===== config.mk =====
export PLATFORM = sky130hd
export DESIGN_NAME = cbf_ctrl
export DESIGN_NICKNAME = d
export VERILOG_FILES = /design/src/cbf_pkg.sv /design/src/cbf_ctrl.sv
export SDC_FILE = /design/constraint.sdc
export NUM_CORES = 1
export LEC_CHECK = 0
export ABC_AREA = 0
export BUFFER_PORTS_ARGS = -buffer_cell sky130_fd_sc_hd__buf_2
export CORE_AREA = 2 2 39 41
export DETAILED_ROUTE_END_ITERATION = 7
export DIE_AREA = 0 0 41 43
export PLACE_DENSITY = 0.66
export SETUP_SLACK_MARGIN = 0.05
export SYNTH_ARGS = -nofsm -noshare
export SYNTH_HDL_FRONTEND = slang
export SYNTH_SLANG_ARGS = --single-unit

===== constraint.sdc =====
create_clock -name clk_i -period 2.01 [get_ports clk_i]
set_clock_uncertainty 0.2 [all_clocks]
set_input_delay 0.201 -clock clk_i [delete_from_list [all_inputs] [get_ports clk_i]]
set_output_delay 0.201 -clock clk_i [all_outputs]
set_load 0.05 [all_outputs]

===== src/cbf_pkg.sv =====
`timescale 1ns / 1ps

package cbf_pkg;

  // coordinate and count formats
  localparam int unsigned CoordW        = 24;
  localparam int unsigned SegCountW     = 7;
  localparam int unsigned MaxSegmentsDef = 64;
  // curve parameter t runs 0 .. 2^16 inclusive
  localparam int unsigned TW            = 17;
  localparam logic [TW-1:0] TOne        = 17'h10000;
  // power-basis coefficients and horner accumulator
  localparam int unsigned CoefW         = 28;
  localparam int unsigned HornerW       = 80;
  localparam int unsigned HMulW         = 63;
  localparam int unsigned RoundShift    = 48;

  typedef enum logic [1:0] {
    ReqMove  = 2'd0,
    ReqLine  = 2'd1,
    ReqCubic = 2'd2,
    ReqEnd   = 2'd3
  } req_type_e;

  typedef struct packed {
    req_type_e                 req_type;
    logic signed [CoordW-1:0]  dest_x;
    logic signed [CoordW-1:0]  dest_y;
    logic signed [CoordW-1:0]  ctrl1_x;
    logic signed [CoordW-1:0]  ctrl1_y;
    logic signed [CoordW-1:0]  ctrl2_x;
    logic signed [CoordW-1:0]  ctrl2_y;
    logic [SegCountW-1:0]      segment_count;
  } req_t;

  typedef struct packed {
    logic signed [CoordW-1:0]  point_x;
    logic signed [CoordW-1:0]  point_y;
    logic                      last;
  } pt_t;

  // horner passes: t^3 term folds in B, then C, then the start point
  typedef enum logic [1:0] {
    HsQuad  = 2'd0,
    HsLin   = 2'd1,
    HsConst = 2'd2
  } hstep_e;

  // controller to datapath
  typedef struct packed {
    logic   load;
    logic   step;
    logic   mul;
    hstep_e hstep;
    logic   take;
    logic   push;
    logic   push_last;
  } cmd_t;

  // datapath to controller
  typedef struct packed {
    req_type_e kind;
    logic      distinct;
    logic      last_step;
    logic      pend_valid;
    logic      out_free;
  } sts_t;

  // floor(65536 / n) for n = 1 .. 64
  function automatic logic [TW-1:0] recip_q(input logic [SegCountW-1:0] n);
    logic [TW-1:0] q;
    unique case (n)
      7'd1:  q = 17'd65536;  7'd2:  q = 17'd32768;  7'd3:  q = 17'd21845;
      7'd4:  q = 17'd16384;  7'd5:  q = 17'd13107;  7'd6:  q = 17'd10922;
      7'd7:  q = 17'd9362;   7'd8:  q = 17'd8192;   7'd9:  q = 17'd7281;
      7'd10: q = 17'd6553;   7'd11: q = 17'd5957;   7'd12: q = 17'd5461;
      7'd13: q = 17'd5041;   7'd14: q = 17'd4681;   7'd15: q = 17'd4369;
      7'd16: q = 17'd4096;   7'd17: q = 17'd3855;   7'd18: q = 17'd3640;
      7'd19: q = 17'd3449;   7'd20: q = 17'd3276;   7'd21: q = 17'd3120;
      7'd22: q = 17'd2978;   7'd23: q = 17'd2849;   7'd24: q = 17'd2730;
      7'd25: q = 17'd2621;   7'd26: q = 17'd2520;   7'd27: q = 17'd2427;
      7'd28: q = 17'd2340;   7'd29: q = 17'd2259;   7'd30: q = 17'd2184;
      7'd31: q = 17'd2114;   7'd32: q = 17'd2048;   7'd33: q = 17'd1985;
      7'd34: q = 17'd1927;   7'd35: q = 17'd1872;   7'd36: q = 17'd1820;
      7'd37: q = 17'd1771;   7'd38: q = 17'd1724;   7'd39: q = 17'd1680;
      7'd40: q = 17'd1638;   7'd41: q = 17'd1598;   7'd42: q = 17'd1560;
      7'd43: q = 17'd1524;   7'd44: q = 17'd1489;   7'd45: q = 17'd1456;
      7'd46: q = 17'd1424;   7'd47: q = 17'd1394;   7'd48: q = 17'd1365;
      7'd49: q = 17'd1337;   7'd50: q = 17'd1310;   7'd51: q = 17'd1285;
      7'd52: q = 17'd1260;   7'd53: q = 17'd1236;   7'd54: q = 17'd1213;
      7'd55: q = 17'd1191;   7'd56: q = 17'd1170;   7'd57: q = 17'd1149;
      7'd58: q = 17'd1129;   7'd59: q = 17'd1110;   7'd60: q = 17'd1092;
      7'd61: q = 17'd1074;   7'd62: q = 17'd1057;   7'd63: q = 17'd1040;
      7'd64: q = 17'd1024;
      default: q = TOne;
    endcase
    return q;
  endfunction

endpackage


===== src/cbf_ctrl.sv =====
`timescale 1ns / 1ps

module cbf_ctrl (
  input  logic          clk_i,
  input  logic          rst_ni,
  input  logic          in_valid_i,
  output logic          in_stall_o,
  input  cbf_pkg::sts_t sts_i,
  output cbf_pkg::cmd_t cmd_o
);

  typedef enum logic [2:0] {
    StIdle,
    StDecode,
    StStep,
    StMul,
    StCheck,
    StFlush
  } state_e;

  state_e          state_q, state_d;
  cbf_pkg::hstep_e hstep_q, hstep_d;
  logic            open_q, open_d;

  // input side is only open between items
  assign in_stall_o = (state_q != StIdle);

  // next state and datapath commands
  always_comb begin
    state_d = state_q;
    hstep_d = hstep_q;
    open_d  = open_q;
    cmd_o   = '0;
    cmd_o.hstep = hstep_q;
    unique case (state_q)
      StIdle: begin
        if (in_valid_i) begin
          cmd_o.load = 1'b1;
          state_d    = StDecode;
        end
      end
      StDecode: begin
        unique case (sts_i.kind)
          cbf_pkg::ReqMove: begin
            open_d  = 1'b1;
            state_d = StCheck;
          end
          cbf_pkg::ReqLine: begin
            state_d = open_q ? StCheck : StIdle;
          end
          cbf_pkg::ReqCubic: begin
            state_d = open_q ? StStep : StIdle;
          end
          cbf_pkg::ReqEnd: begin
            open_d  = 1'b0;
            state_d = StIdle;
          end
          default: state_d = StIdle;
        endcase
      end
      StStep: begin
        cmd_o.step = 1'b1;
        hstep_d    = cbf_pkg::HsQuad;
        state_d    = StMul;
      end
      StMul: begin
        cmd_o.mul = 1'b1;
        unique case (hstep_q)
          cbf_pkg::HsQuad:  hstep_d = cbf_pkg::HsLin;
          cbf_pkg::HsLin:   hstep_d = cbf_pkg::HsConst;
          cbf_pkg::HsConst: state_d = StCheck;
          default:          state_d = StCheck;
        endcase
      end
      StCheck: begin
        // a new point displaces the held one, which needs the output slot
        if (!(sts_i.distinct && sts_i.pend_valid && !sts_i.out_free)) begin
          cmd_o.take = sts_i.distinct;
          cmd_o.push = sts_i.distinct && sts_i.pend_valid;
          if (sts_i.kind == cbf_pkg::ReqCubic && !sts_i.last_step) begin
            state_d = StStep;
          end else begin
            state_d = StFlush;
          end
        end
      end
      StFlush: begin
        // held point is the final one of this item
        if (!sts_i.pend_valid) begin
          state_d = StIdle;
        end else if (sts_i.out_free) begin
          cmd_o.push      = 1'b1;
          cmd_o.push_last = 1'b1;
          state_d         = StIdle;
        end
      end
      default: state_d = StIdle;
    endcase
  end

  always_ff @(posedge clk_i or negedge rst_ni) begin
    if (!rst_ni) begin
      state_q <= StIdle;
      hstep_q <= cbf_pkg::HsQuad;
      open_q  <= 1'b0;
    end else begin
      state_q <= state_d;
      hstep_q <= hstep_d;
      open_q  <= open_d;
    end
  end

  // a point is only pushed into a free output register
  a_push_free: assert property (@(posedge clk_i) disable iff (!rst_ni)
    cmd_o.push |-> sts_i.out_free)
    else $error("point pushed into a full output register");

  // nothing is held back between items
  a_idle_empty: assert property (@(posedge clk_i) disable iff (!rst_ni)
    (state_q == StIdle) |-> !sts_i.pend_valid)
    else $error("held point left over after item");

  // a displaced held point always finds the output slot free
  a_take_room: assert property (@(posedge clk_i) disable iff (!rst_ni)
    (cmd_o.take && sts_i.pend_valid) |-> sts_i.out_free)
    else $error("held point overwritten while output register is full");

endmodule


==> results.sh <==
export IMPL_max_freq_mhz=546
export IMPL_setup_violations=0
export IMPL_gr_total_overflow=0
export IMPL_yosys_top_cells_area="dfrtp_1 (30%), ha_1 (7.4%), inv_1 (4.4%), a31oi_1 (3.7%), o21ai_0 (3.0%)"
export IMPL_placeableCoreArea_mm2=0.00138
export IMPL_fin_nets=90
export IMPL_fin_tns_setup_ps=0
export IMPL_avgRoutedWirePerCell_um=12.3
export IMPL_finalCritPeriodShare_pct=91.2
export IMPL_n_antenna_cell=0
export IMPL_switching_power_uw=536
export IMPL_synthFlopType="dfrtp_1"
export IMPL_pwr_share_seq_pct=30.0
export IMPL_fp_row_count=14
export IMPL_crit_chain="nor2_1 -> o2111a_1 -> buf_2"
export IMPL_syn_inst=58
export IMPL_die_w_um=41
export IMPL_synth_cell_type_count=32
export IMPL_synth_seq_area_share_pct=29.6
export IMPL_worst_slew_pin_slew_ps=390
export IMPL_synthArstFlopShare_pct=100
export IMPL_synth_top_area_cell="dfrtp_1"
export IMPL_clock_latency_ps=250
export IMPL_critPathKind="flop to output port"
export IMPL_clkPwrFrac_pct=11.7
export IMPL_path_max_fanout=13
export IMPL_rrSetupSlack_ps=310
export IMPL_ant_nets=0
export IMPL_ioPinCount=18
export IMPL_finalPower_uw=987
export IMPL_grt_pass1_wl_um=1770
export IMPL_slew_violations=0
export IMPL_slew_headroom_pct=74.0
export IMPL_p_leak_nw=0.320
export IMPL_antenna_found_initial=0
export IMPL_avgSynthCellArea_um2=8.76
export IMPL_synthTopCellsByCount="dfrtp_1 (6), inv_1 (6), nor2_1 (4)"
export IMPL_io_buffer_count=17
export IMPL_critPathMaxStageDelay_ps=510
export IMPL_critPathLaunchType="flop"
export IMPL_drive_gt1_share_pct=40.8
export IMPL_fin_util_pct=45.8
export IMPL_cts_buffer_depth=2
export IMPL_syn_cell_area_um2=508
export IMPL_period_minus_slack_ps=1830
export IMPL_slowest_stage="dfrtp_1"
export IMPL_worstPathRequired_ps=1610
export IMPL_syn_to_final_growth_pct=24.9
export IMPL_cp_end_kind="output port"
export IMPL_fp_dieArea_mm2=0.00176
export IMPL_gp_congestion=0.797
export IMPL_cts_root_buf="clkbuf_4"
export IMPL_vias=496
export IMPL_synth_top_area_share_pct=29.6
export IMPL_vias_per_cell=5.39
export IMPL_comb_power_share_pct=58.4
export IMPL_maxCapViolations=0
export IMPL_worst_ep_arrival_time_ps=1430
export IMPL_grt_pass1_vias=452
export IMPL_ir_drop_mv=0.533
export IMPL_rsz0062_at_grt="false"
export IMPL_syn_num_nets=70
export IMPL_finalHoldViolCount=0
export IMPL_cts_tree="yes"
export IMPL_intPower_uw=452
export IMPL_initial_utilization_pct=36.7
export IMPL_grt_use_total_pct=14.7
export IMPL_yosys_warnings=0
export IMPL_cpLargestDelayFamily="flip-flops"
export IMPL_h_tree_depth=1
export IMPL_ys_seq_elements=6
export IMPL_synth_edff_count=0
export IMPL_drtPass1Iterations=4
export IMPL_drc=0
export IMPL_path_buf_inv=1
export IMPL_dp_final_hpwl_um=880
export IMPL_path_clk_slew_ps=50
export IMPL_hold_class="input port to asynchronous set/reset pin"
export IMPL_status="finished, final reports clean"
export IMPL_p_per_area_mw_per_mm2=1560
export IMPL_wl_um=1130
export IMPL_grt_max_degree=14
export IMPL_die_y_um=43
export IMPL_dr_first_iter_drc_count=3
export IMPL_swShare_pct=54.3
export IMPL_numCtsBuffers=3
export IMPL_cts_sinks=6
[layer usage]
metal  part of all wire, %  GRT usage, %  routed length, µm
met5                     0             0                  0
met4                   1.2          6.00                 14
met2                    49          22.8                560
met3                   4.2          4.71                 48
met1                    45          18.0                509
[worst paths after layout]
path                                   startpoint                endpoint  depth (start not counted)
max                        state_q[0]$_DFFE_PN0P_                cmd_o[2]                          3
min                                        rst_ni  state_q[0]$_DFFE_PN0P_                          2
max reg2reg                state_q[0]$_DFFE_PN0P_  state_q[2]$_DFFE_PN0P_                          4
min reg2reg                hstep_q[0]$_DFFE_PN0P_  hstep_q[0]$_DFFE_PN0P_                          1
max in group asynchronous                  rst_ni  state_q[2]$_DFFE_PN0P_                          2
min in group clk_i                       sts_i[0]  state_q[2]$_DFFE_PN0P_                          3
[cell type report]
| cell class | count | area (µm²) |
|---|---|---|
| inverters | 6 | 22.5 |
| fillers | 140 | 749 |
| repair buffers | 18 | 97.6 |
| well taps | 16 | 20.0 |
| clock buffers | 3 | 22.5 |
| multi-input cells | 43 | 319 |
| flip-flops and latches | 6 | 153 |
[logic make-up (layout without fill, tap and decap cells)]
family	count (synthesis)	count (layout)	share of synthesized area (%)
fa+ha+maj	3	3	7.39
buf+inv	9	27	8.62
simple gates	25	25	31.8
mux	1	1	1.97
compound gates	14	14	20.7
flops	6	6	29.6
[power groups by stage]
stage / sequential (mW) / clock, mW / combinational [mW]
2_1_floorplan: 0.280 / 0 / 0.492
3_3_place_gp: 0.291 / 0 / 0.569
3_5_place_dp: 0.293 / 0 / 0.575
4_1_cts: 0.292 / 0.116 / 0.577
5_1_grt: 0.308 / 0.127 / 0.626
6_report: 0.296 / 0.115 / 0.576
[worst reg2reg max path, stage by stage, from the launching register on]
cell     delay (ps)
dfrtp_1         510
or3_4           420
or2_1           240
nand3_1         120
o21ai_0          90
[sequential cells by signal, summed over array words and instances (netlist names)]
signal	count
open_q	1
state_q	3
hstep_q	2
[stage by stage]
step / cell area, µm² / hold WS [ps] / worst slack, ps / instances
6_report: 634 / 93.4 / 178 / 92
5_1_grt: 634 / 106 / 98.4 / 92
4_1_cts: 629 / 103 / 94.1 / 92
3_5_place_dp: 597 / -168 / 303 / 88
3_3_place_gp: 597 / -171 / 318 / 88
2_1_floorplan: 513 / -295 / 74.3 / 58
[cells in the final DEF, fill, tap and decap left out, types with 2 or more instances in the layout]
master and n:
dfrtp_1 4, nor3_2 2, dfrtp_2 2, nor2_1 4, nand3b_1 2, inv_1 6, nand4_1 2, nand2_1 2
nand2b_1 2, ha_1 3, clkbuf_4 4, buf_2 16, o21ai_0 3, o31ai_1 2, nand3_1 2, a31oi_1 3
[repair_timing]
action	in CTS	in global routing
hold endpoints to repair	6	0
hold buffers	1	0
endpoints found under the setup margin	0	2
resized for setup	0	3
setup buffers	0	0
No activity file was read; power rests on OpenSTA's default activity.
